## src/sv/rgbhsv_pkg.sv

```systemverilog
// Shared types and constants for the RGB to HSV pixel converter.
package rgbhsv_pkg;

    localparam int PIX_W   = 8;
    localparam int STAGES  = 8;             // one quotient bit per cell
    localparam int REM_W   = 20;            // partial remainder width
    localparam int DIV_W   = 19;            // divisor pre-shifted by STAGES-1
    localparam int N_W     = 11;            // wrapped hue numerator, 0..1529
    localparam int LATENCY = 2 + STAGES;    // front end plus the cell row

    // Word handed from cell to cell: both divisions travel side by side.
    typedef struct packed {
        logic             vld;
        logic             grey;
        logic [PIX_W-1:0] value;
        logic [PIX_W-1:0] alpha;
        logic [REM_W-1:0] hrem;
        logic [REM_W-1:0] srem;
        logic [DIV_W-1:0] hdiv;
        logic [DIV_W-1:0] sdiv;
        logic [PIX_W-1:0] hq;
        logic [PIX_W-1:0] sq;
    } cell_word_t;

endpackage

```

## src/sv/rgb_to_hsv_pixel.sv

```systemverilog
// Top level: 8-bit RGBA to HSVA pixel converter, a front end and a row of divider cells.
// Pipeline: 2 front-end stages plus 8 division cells; the result strobe is the valid
// flag of the word leaving the last cell, and the result is taken while it is high.
// Throughput: one pixel per clock; busy is always low and the receiver cannot stall.
// Reset: rst_n clears all valid flags asynchronously; words in flight are dropped.
module rgb_to_hsv_pixel
    import rgbhsv_pkg::*;
(
    input  logic             clk,
    input  logic             rst_n,
    input  logic             start,
    output logic             busy,
    input  logic [PIX_W-1:0] red,
    input  logic [PIX_W-1:0] green,
    input  logic [PIX_W-1:0] blue,
    input  logic [PIX_W-1:0] alpha,
    output logic             done,
    output logic [PIX_W-1:0] hue,
    output logic [PIX_W-1:0] saturation,
    output logic [PIX_W-1:0] value,
    output logic [PIX_W-1:0] alpha_out
);

    cell_word_t chain [STAGES+1];

    assign busy = 1'b0;

    rgbhsv_prep u_prep (
        .clk   (clk),
        .rst_n (rst_n),
        .start (start),
        .red   (red),
        .green (green),
        .blue  (blue),
        .alpha (alpha),
        .word  (chain[0])
    );

    for (genvar i = 0; i < STAGES; i++)
    begin : g_cell
        rgbhsv_cell u_cell (
            .clk      (clk),
            .rst_n    (rst_n),
            .in_word  (chain[i]),
            .out_word (chain[i+1])
        );
    end

    // A grey pixel has a zero hue divisor, so its quotient bits are discarded here.
    assign done       = chain[STAGES].vld;
    assign hue        = chain[STAGES].grey ? '0 : chain[STAGES].hq;
    assign saturation = chain[STAGES].grey ? '0 : chain[STAGES].sq;
    assign value      = chain[STAGES].value;
    assign alpha_out  = chain[STAGES].alpha;

endmodule

```

## src/sv/rgbhsv_prep.sv

```systemverilog
// Front end: channel max and min, sector numerator, and division operands.
module rgbhsv_prep
    import rgbhsv_pkg::*;
(
    input  logic             clk,
    input  logic             rst_n,
    input  logic             start,
    input  logic [PIX_W-1:0] red,
    input  logic [PIX_W-1:0] green,
    input  logic [PIX_W-1:0] blue,
    input  logic [PIX_W-1:0] alpha,
    output cell_word_t       word
);

    logic             vld_reg, vld_next;
    logic             grey_reg, grey_next;
    logic [PIX_W-1:0] mx_reg, mx_next;
    logic [PIX_W-1:0] dl_reg, dl_next;
    logic [N_W-1:0]   n_reg, n_next;
    logic [PIX_W-1:0] alpha_reg, alpha_next;
    cell_word_t       word_reg, word_next;

    logic [PIX_W-1:0] mx, mn;
    logic signed [12:0] n_raw;
    logic signed [12:0] n_wrap;
    logic [REM_W-1:0] hnum, snum;

    always_comb
    begin
        mx = (red > green) ? red : green;
        mx = (mx > blue) ? mx : blue;
        mn = (red < green) ? red : green;
        mn = (mn < blue) ? mn : blue;
        dl_next = mx - mn;
        // Sector rule: the first channel equal to the max wins ties.
        if (red == mx)
        begin
            n_raw = $signed({5'd0, green}) - $signed({5'd0, blue});
        end
        else if (green == mx)
        begin
            n_raw = $signed({4'd0, dl_next, 1'b0}) + $signed({5'd0, blue})
                    - $signed({5'd0, red});
        end
        else
        begin
            n_raw = $signed({3'd0, dl_next, 2'b00}) + $signed({5'd0, red})
                    - $signed({5'd0, green});
        end
        n_wrap = n_raw;
        if (n_raw < 0)
        begin
            n_wrap = n_raw + $signed({3'd0, dl_next, 2'b00}) + $signed({4'd0, dl_next, 1'b0});
        end
        n_next     = n_wrap[N_W-1:0];
        mx_next    = mx;
        grey_next  = (dl_next == '0);
        vld_next   = start;
        alpha_next = alpha;
    end

    // Second stage: numerators 510*n + 6*delta and 510*delta + max, divisors shifted up.
    always_comb
    begin
        hnum = ({{(REM_W-N_W){1'b0}}, n_reg} << 9) - ({{(REM_W-N_W){1'b0}}, n_reg} << 1)
               + ({{(REM_W-PIX_W){1'b0}}, dl_reg} << 2)
               + ({{(REM_W-PIX_W){1'b0}}, dl_reg} << 1);
        snum = ({{(REM_W-PIX_W){1'b0}}, dl_reg} << 9) - ({{(REM_W-PIX_W){1'b0}}, dl_reg} << 1)
               + {{(REM_W-PIX_W){1'b0}}, mx_reg};
        word_next.vld   = vld_reg;
        word_next.grey  = grey_reg;
        word_next.value = mx_reg;
        word_next.alpha = alpha_reg;
        word_next.hrem  = hnum;
        word_next.srem  = snum;
        // 12*delta and 2*max, each shifted left by STAGES-1.
        word_next.hdiv  = ({{(DIV_W-PIX_W){1'b0}}, dl_reg} << 10)
                          + ({{(DIV_W-PIX_W){1'b0}}, dl_reg} << 9);
        word_next.sdiv  = {{(DIV_W-PIX_W){1'b0}}, mx_reg} << STAGES;
        word_next.hq    = '0;
        word_next.sq    = '0;
    end

    always_ff @(posedge clk or negedge rst_n)
    begin
        if (!rst_n)
        begin
            vld_reg  <= 1'b0;
            word_reg <= '0;
        end
        else
        begin
            vld_reg  <= vld_next;
            word_reg <= word_next;
        end
    end

    always_ff @(posedge clk)
    begin
        grey_reg  <= grey_next;
        mx_reg    <= mx_next;
        dl_reg    <= dl_next;
        n_reg     <= n_next;
        alpha_reg <= alpha_next;
    end

    assign word = word_reg;

endmodule

```

## src/sv/rgbhsv_cell.sv

```systemverilog
// One restoring division cell: decides one quotient bit of hue and of saturation.
module rgbhsv_cell
    import rgbhsv_pkg::*;
(
    input  logic       clk,
    input  logic       rst_n,
    input  cell_word_t in_word,
    output cell_word_t out_word
);

    cell_word_t       word_reg, word_next;
    logic             hbit, sbit;
    logic [REM_W-1:0] hsub, ssub;

    always_comb
    begin
        hbit = (in_word.hrem >= {1'b0, in_word.hdiv});
        sbit = (in_word.srem >= {1'b0, in_word.sdiv});
        hsub = hbit ? (in_word.hrem - {1'b0, in_word.hdiv}) : in_word.hrem;
        ssub = sbit ? (in_word.srem - {1'b0, in_word.sdiv}) : in_word.srem;
        word_next      = in_word;
        // After a subtract the remainder is below the divisor, so the shift cannot overflow.
        word_next.hrem = {hsub[REM_W-2:0], 1'b0};
        word_next.srem = {ssub[REM_W-2:0], 1'b0};
        word_next.hq   = {in_word.hq[PIX_W-2:0], hbit};
        word_next.sq   = {in_word.sq[PIX_W-2:0], sbit};
    end

    always_ff @(posedge clk or negedge rst_n)
    begin
        if (!rst_n)
        begin
            word_reg <= '0;
        end
        else
        begin
            word_reg <= word_next;
        end
    end

    assign out_word = word_reg;

endmodule

```

## config.mk

```make
export PLATFORM = sky130hd
export DESIGN_NAME = rgb_to_hsv_pixel
export DESIGN_NICKNAME = d
export VERILOG_FILES = /design/src/sv/rgbhsv_pkg.sv /design/src/sv/rgb_to_hsv_pixel.sv /design/src/sv/rgbhsv_prep.sv /design/src/sv/rgbhsv_cell.sv
export SDC_FILE = /design/constraint.sdc
export NUM_CORES = 1
export LEC_CHECK = 0
export ABC_AREA = 0
export ABC_CLOCK_PERIOD_IN_PS = 4000
export BUFFER_PORTS_ARGS = -buffer_cell sky130_fd_sc_hd__buf_2
export CELL_PAD_IN_SITES_DETAIL_PLACEMENT = 0
export CELL_PAD_IN_SITES_GLOBAL_PLACEMENT = 1
export CORE_MARGIN = 10
export CORE_UTILIZATION = 30
export CTS_BUF_LIST = sky130_fd_sc_hd__clkbuf_16
export CTS_CLUSTER_SIZE = 10
export DETAILED_ROUTE_END_ITERATION = 10
export PLACE_DENSITY = 0.49
export REMOVE_ABC_BUFFERS = 1
export SLEW_MARGIN = 5
export SYNTH_ARGS = -nofsm -noshare
export SYNTH_HDL_FRONTEND = slang
export SYNTH_SLANG_ARGS = --single-unit
```

## constraint.sdc

```tcl
create_clock -name clk -period 4 [get_ports clk]
set_input_delay 0.4 -clock clk [delete_from_list [all_inputs] [get_ports clk]]
set_output_delay 0.4 -clock clk [all_outputs]
set_load 0.005 [all_outputs]
```

### Yosys cells after proc, flatten, opt, wreduce, memory -nomap -nowiden

Cells that the tools add are included.

| word-level totals | value |
|---|---|
| logic and storage cells | 157 |
| register bits | 729 |

| operators by class | value |
|---|---|
| add/subtract/negate cells | 28 |
| mux-type cells | 23 |
| reductions and logical operators | 1 |
| eq/ne operators | 2 |
| order comparisons | 21 |

Operator list:

| cell | count |
|---|---|
| $mux W19 | 14 |
| $ge A20 B16 Y1 | 8 |
| $ge A20 B19 Y1 | 8 |
| $sub A19 B16 Y19 | 7 |
| $sub A19 B19 Y19 | 7 |
| $mux W8 | 6 |
| $mux W13 | 2 |
| $sub A13 B9 Y13 | 2 |
| $add A20 B10 Y20 | 1 |
| $add A20 B8 Y20 | 1 |
| $add A20 B9 Y20 | 1 |
| $sub A20 B12 Y20 | 1 |
| $add A18 B17 Y19 | 1 |
| $sub A17 B9 Y18 | 1 |
| $eq A8 B8 Y1 | 2 |
| $gt A8 B8 Y1 | 2 |
| $lt A8 B8 Y1 | 2 |
| $lt A13 B1 Y1 const B | 1 |
| $add A10 B8 Y11 | 1 |
| $add A11 B10 Y11 | 1 |
| $add A11 B11 Y11 | 1 |
| $mux W11 | 1 |
| $add A9 B8 Y10 | 1 |
| $sub A8 B8 Y9 | 1 |
| 2 further kinds | 2 |

### Logic depth before layout (Yosys ltp)

| logic depth | value |
|---|---|
| depth in word-level cells | 12 |
| gate-level depth with buffers | 46 |
| mapped depth without buffers | 44 |

### Cells and area by module

From an unflattened synthesis, not the netlist that was laid out.

| second synthesis, totals | value |
|---|---|
| cell total of the unflattened synthesis | 5025 |
| area, all modules | 53371.2 um^2 |

By module, submodules not included:

| module | cells an instance | sequential area each (um^2) | area each (um^2) | instances |
|---|---|---|---|---|
| rgbhsv_cell (g_cell[2].u_cell ...) | 515 | 2752.6 | 5611.6 | 4 |
| rgbhsv_cell (g_cell[0].u_cell ...) | 507 | 2752.6 | 5693.0 | 2 |
| rgbhsv_prep | 933 | 2372.3 | 8692.1 | 1 |
| rgbhsv_cell (g_cell[3].u_cell) | 491 | 2752.6 | 5372.7 | 1 |
| rgbhsv_cell (g_cell[1].u_cell) | 508 | 2752.6 | 5318.9 | 1 |
| rgb_to_hsv_pixel | 19 | 0.0 | 155.1 | 1 |

### Worst setup path before layout

OpenSTA, ideal clock, no wires.

| timing | value |
|---|---|
| path type | input-to-reg |
| from | in red[0] |
| to | reg u_prep.n_reg[10] |
| stages on the path | 42 |
| buffers on the path | 3 |
| slack | -5030 ps |
| arrival time | 8907 ps |
| cells stage by stage | inv_1 ha_1 inv_1 fa_1 nand3_1 a21o_1 a21o_1 buf_6 clkbuf_1 nand2_1 o21ai_0 ha_1 a21o_1 a21oi_1 o2111a_1 nand2b_1 clkbuf_1 a21oi_1 [... 6 more ...] ha_1 a21oi_1 o21ai_0 xor2_1 ha_1 a21boi_0 o21ai_0 o21ai_0 a21oi_1 fa_1 ha_1 inv_1 o21bai_1 a21o_1 a21oi_1 xnor2_1 nor2_1 mux2_1 |

| between the ends | value |
|---|---|
| longest elaborated chain between the ends | 12 |

RTL lines:

| what | line | source |
|---|---|---|
| start: declaration | rgb_to_hsv_pixel.sv:13 | `input logic [PIX_W-1:0] red,` |
| $gt A8 B8 Y1 / $lt A8 B8 Y1 (equally long branches) | rgbhsv_prep.sv:30, rgbhsv_prep.sv:32 |  |
| $mux W8, on equally long branches | rgbhsv_prep.sv:30, rgbhsv_prep.sv:32 |  |
| $gt A8 B8 Y1 / $lt A8 B8 Y1 (equally long branches) | rgbhsv_prep.sv:31, rgbhsv_prep.sv:33 |  |
| $mux W8, on equally long branches | rgbhsv_prep.sv:31, rgbhsv_prep.sv:33 |  |
| $sub A8 B8 Y8 * | rgbhsv_prep.sv:34 | `dl_next = mx - mn;` |
| named net u_prep.dl_next[4] | rgbhsv_prep.sv:18 | `logic [PIX_W-1:0] dl_reg, dl_next;` |
| $add A10 B8 Y11 / $add A9 B8 Y10 (equally long branches) | rgbhsv_prep.sv:47, rgbhsv_prep.sv:42 |  |
| $sub A13 B9 Y13, on equally long branches | rgbhsv_prep.sv:48, rgbhsv_prep.sv:43 |  |
| $mux W13 | rgbhsv_prep.sv:40 | `else if (green == mx)` |
| $mux W13 | rgbhsv_prep.sv:36 | `if (red == mx)` |
| $add A11 B11 Y11 | rgbhsv_prep.sv:53 | `n_wrap = n_raw + $signed({3'd0, dl_next, 2'b00}) + $signed({4'd0, dl_next, 1'b0});` |
| $add A11 B10 Y11 | rgbhsv_prep.sv:53 |  |
| $mux W11 * | rgbhsv_prep.sv:51 | `if (n_raw < 0)` |
| named net u_prep.n_wrap[10] | rgbhsv_prep.sv:25 | `logic signed [12:0] n_wrap;` |
| end signal: assignment | rgbhsv_prep.sv:103 | `n_reg <= n_next;` |
| end: declaration | rgbhsv_prep.sv:19 | `logic [N_W-1:0] n_reg, n_next;` |

Mark *: on every way through the listed nets, which the timed path passes. The rest lies on a longest branch.

### Worst setup path in the final report

| timing | value |
|---|---|
| from | in green[4] |
| to | reg u_prep.n_reg[10] |

| between the ends | value |
|---|---|
| longest elaborated chain between the ends | 12 |

RTL lines:

| what | line | source |
|---|---|---|
| start: declaration | rgb_to_hsv_pixel.sv:14 | `input logic [PIX_W-1:0] green,` |
| $gt A8 B8 Y1 / $lt A8 B8 Y1 (equally long branches) | rgbhsv_prep.sv:30, rgbhsv_prep.sv:32 |  |
| $mux W8, on equally long branches | rgbhsv_prep.sv:30, rgbhsv_prep.sv:32 |  |
| $gt A8 B8 Y1 / $lt A8 B8 Y1 (equally long branches) | rgbhsv_prep.sv:31, rgbhsv_prep.sv:33 |  |
| $mux W8, on equally long branches | rgbhsv_prep.sv:31, rgbhsv_prep.sv:33 |  |
| $sub A8 B8 Y8 * | rgbhsv_prep.sv:34 |  |
| named net u_prep.dl_next[6] | rgbhsv_prep.sv:18 |  |
| $add A10 B8 Y11 / $add A9 B8 Y10 (equally long branches) | rgbhsv_prep.sv:47, rgbhsv_prep.sv:42 |  |
| $sub A13 B9 Y13, on equally long branches | rgbhsv_prep.sv:48, rgbhsv_prep.sv:43 |  |
| $mux W13 | rgbhsv_prep.sv:40 |  |
| $mux W13 | rgbhsv_prep.sv:36 |  |
| $add A11 B11 Y11 | rgbhsv_prep.sv:53 |  |
| $add A11 B10 Y11 | rgbhsv_prep.sv:53 |  |
| $mux W11 * | rgbhsv_prep.sv:51 |  |
| named net u_prep.n_wrap[10] | rgbhsv_prep.sv:25 |  |

Marked as above.

==> metrics.md <==
| Metric | Value |
|---|---|
| CP arrival | 7.83 ns |
| Remaining antenna violation count | 0 |
| Drt first pass iters | 4 |
| Synth async-reset ratio | 0.940 |
| Grt ovf | 0 |
| Clock tree from TritonCTS | yes |
| Tmin final | 7.35 ns |
| Critical path startpoint category | input port |
| Maximum level of the CTS H-tree | 3 |
| Worst-Margin Slew | 0.905 ns |
| Layout cells sized above 1 | 0.209 |
| Cell variety after synth | 79 |
| Yosys synthesis warning count | 0 |
| Clock Tree Buf Depth | 3 |
| Vias | 19400 |
| Slowest CP cell | fa_1 |
| DR vias/cell | 4.47 |
| Area leader, netlist | dfrtp_1 |
| CTS Buf Count | 74 |
| Pins Over Slew Limit | 0 |
| GR Util All Layers | 0.124 |
| Setup crit start | green[4] |
| Synthesized instance count | 2611 |
| GP Congestion | 0.859 |
| Antenna cells | 0 |
| Top cells by area, synth | dfrtp_1, ha_1, inv_1 |
| FF-to-FF path depth | 18 |
| # setup viols final | 16 |
| Slew HR | 0.397 |
| Final cycle utilization of the critical path | 1.84 |
| Final wirelength | 67.5 mm |
| Clk sinks | 599 |
| RSZ-0062 raised after global routing | yes |
| Synth Register Bits | 599 |
| Slowest cell delay on critical path | 0.47 ns |
| Failing checks | negative setup slack |
| Synthesis-to-layout area growth | 25.8% |
| # rows | 113 |
| Initial Util | 0.302 |
| Crit Path Category | input port to register |
| Worst-skew pair later-pin latency | 0.59 ns |
| Num ports | 69 |
| Die area | 108000 um^2 |
| Detailed placer's ending HPWL | 52.2 mm |
| Max FFs per register | 496 |
| R2r setup slk | 0.27 ns |
| Main flop type after synthesis | dfrtp_1 |
| Max FO, Critical Path | 6 |
| DR DRC count | 0 |
| R2r endpoint | u_prep.word[92] |
| Wirelength per Cell | 15.5 um |
| Hold Vio Cnt, Final | 0 |
| Top cell type's share of synthesized area | 0.492 |
| Largest net degree at the start of global routing | 165 |
| Status | finished with violations |
| Initial antenna violation count | 0 |
| Max Fclk | 136 MHz |
| Nets | 3366 |
| Die width | 329 um |
| Root Buffer | clkbuf_16 |
| Mapped Avg Cell Area | 11.0 um^2 |
| Core Area | 94900 um^2 |
| Post-synth EDFFs | 0 |
| Sequential area share after synthesis | 0.517 |
| CP Capture Type | register |
| Worst Path Required | 4.48 ns |
| DP Area | 32200 um^2 |
| Worst min-delay path category | input port to asynchronous set/reset pin |
| Number of global-route vias before repair | 21000 |
| First-pass GRT wire length | 109 mm |
| Clock skew | 0.0157 ns |
| Core Util, Final | 0.380 |
| Mapped Area | 28700 um^2 |
| Die Ht | 329 um |
| DR iter-0 viols | 925 |
| Worst-path clk slew | 0.05 ns |
| Reg-to-Reg Start | u_prep.dl_reg[1] |
| # Max-Cap Violations | 0 |
| Port buffer count | 67 |
| Final worst slack | -3.35 ns |
| Fin area | 36000 um^2 |
-- Yosys cell counts, drive strengths merged, types with 9 or more instances --
cell    instances
buf            21
xor2           64
nand3          36
o21ai         145
inv           341
mux2           29
ha            264
nand2         131
dfxtp          36
nor2b          61
xnor2         126
clkbuf         29
o21bai         22
fa             39
dfrtp         563
a21boi         16
nand4          28
nor2          138
nor3           25
o31ai          14
a21oi         189
nor4           25
a21o           72
o21a           12
nand2b         54
mux2i          24
a211oi          9
-- worst max path at each step --
stage	to	depth (start not counted)
finish	u_prep.n_reg[10]	40
global route	u_prep.n_reg[10]	42
CTS	u_prep.n_reg[10]	44
detailed placement	u_prep.n_reg[10]	43
global placement	u_prep.n_reg[10]	43
floorplan	u_prep.n_reg[10]	38
-- final cells by class --
class	instances	area (um^2)
repair buffers	389	2980
multi-input cells	1623	13200
fillers	9216	58800
inverters	341	1290
clock inverters	52	274
well taps	1265	1580
clock buffers	75	1880
flip-flops and latches	599	14800
-- metal layers --
layer,GRT usage,up-vias,wire length [um]
met5,0,-,0
met4,0.0537,0,2500
met3,0.0197,134,2260
met2,0.223,293,34400
met1,0.145,9401,28300
li1,-,9576,-
-- worst max-delay path, delay by kind of cell --
| family | cells | cell delay [ns] |
|---|---|---|
| adder cells (fa/ha/maj) | 7 | 2.25 |
| XOR/XNOR | 4 | 0.59 |
| AO/OA/AOI/OAI | 12 | 2.21 |
| multiplexers | 2 | 0.34 |
| buffers and inverters | 8 | 0.88 |
| AND/OR/NAND/NOR | 7 | 1.13 |
-- through the flow --
stage	hold slack (ns)	setup TNS, ns	instances	worst slack [ns]
final	0.318	-31.93	4344	-3.35
after global placement	0.323	-52.43	4144	-4.64
after floorplan	0.104	-52.79	2563	-4.97
after detailed placement	0.321	-54.60	4144	-4.77
after global routing	0.333	-35.81	4344	-3.64
after CTS	0.286	-28.45	4320	-3.19
-- repair_timing --
item                                    in CTS  in global routing
hold buffers                                10                  0
pin swaps                                   89                 65
endpoints found under the hold margin       60                  0
gates resized for setup                    160                 69
setup buffers                               40                 25
endpoints found under the setup margin      18                 22
-- cell families (layout without fill, tap and decap cells) --
kind of cell / after synthesis / count (layout) / synth area share
other: 1 / 3 / 0.000131
AO/OA/AOI/OAI: 526 / 526 / 0.111
XOR/XNOR: 190 / 190 / 0.0581
adder cells (fa/ha/maj): 303 / 303 / 0.143
buffers and inverters: 391 / 857 / 0.0540
AND/OR/NAND/NOR: 548 / 548 / 0.0958
flip-flops: 599 / 599 / 0.517
multiplexers: 53 / 53 / 0.0217
-- cell usage in the layout, fill, tap and decap left out, types with 17 or more instances in the layout --
cell type / n
mux2_2: 22
nand2_1: 127
dfxtp_1: 36
ha_4: 20
nand2b_1: 53
clkbuf_16: 75
o21bai_1: 20
fa_1: 35
nand3_1: 30
dfrtp_1: 563
nor4_1: 22
a21o_1: 71
a21oi_1: 159
a21oi_2: 23
buf_2: 64
inv_1: 365
nor3_1: 25
xnor2_1: 119
xor2_1: 62
ha_1: 241
mux2i_1: 17
nor2b_1: 59
o21ai_0: 118
buf_4: 276
nand4_1: 27
buf_6: 32
nor2_1: 132
Power is not shown: default switching activity piles up to over one toggle a cycle in this logic, so the estimate is an artifact.
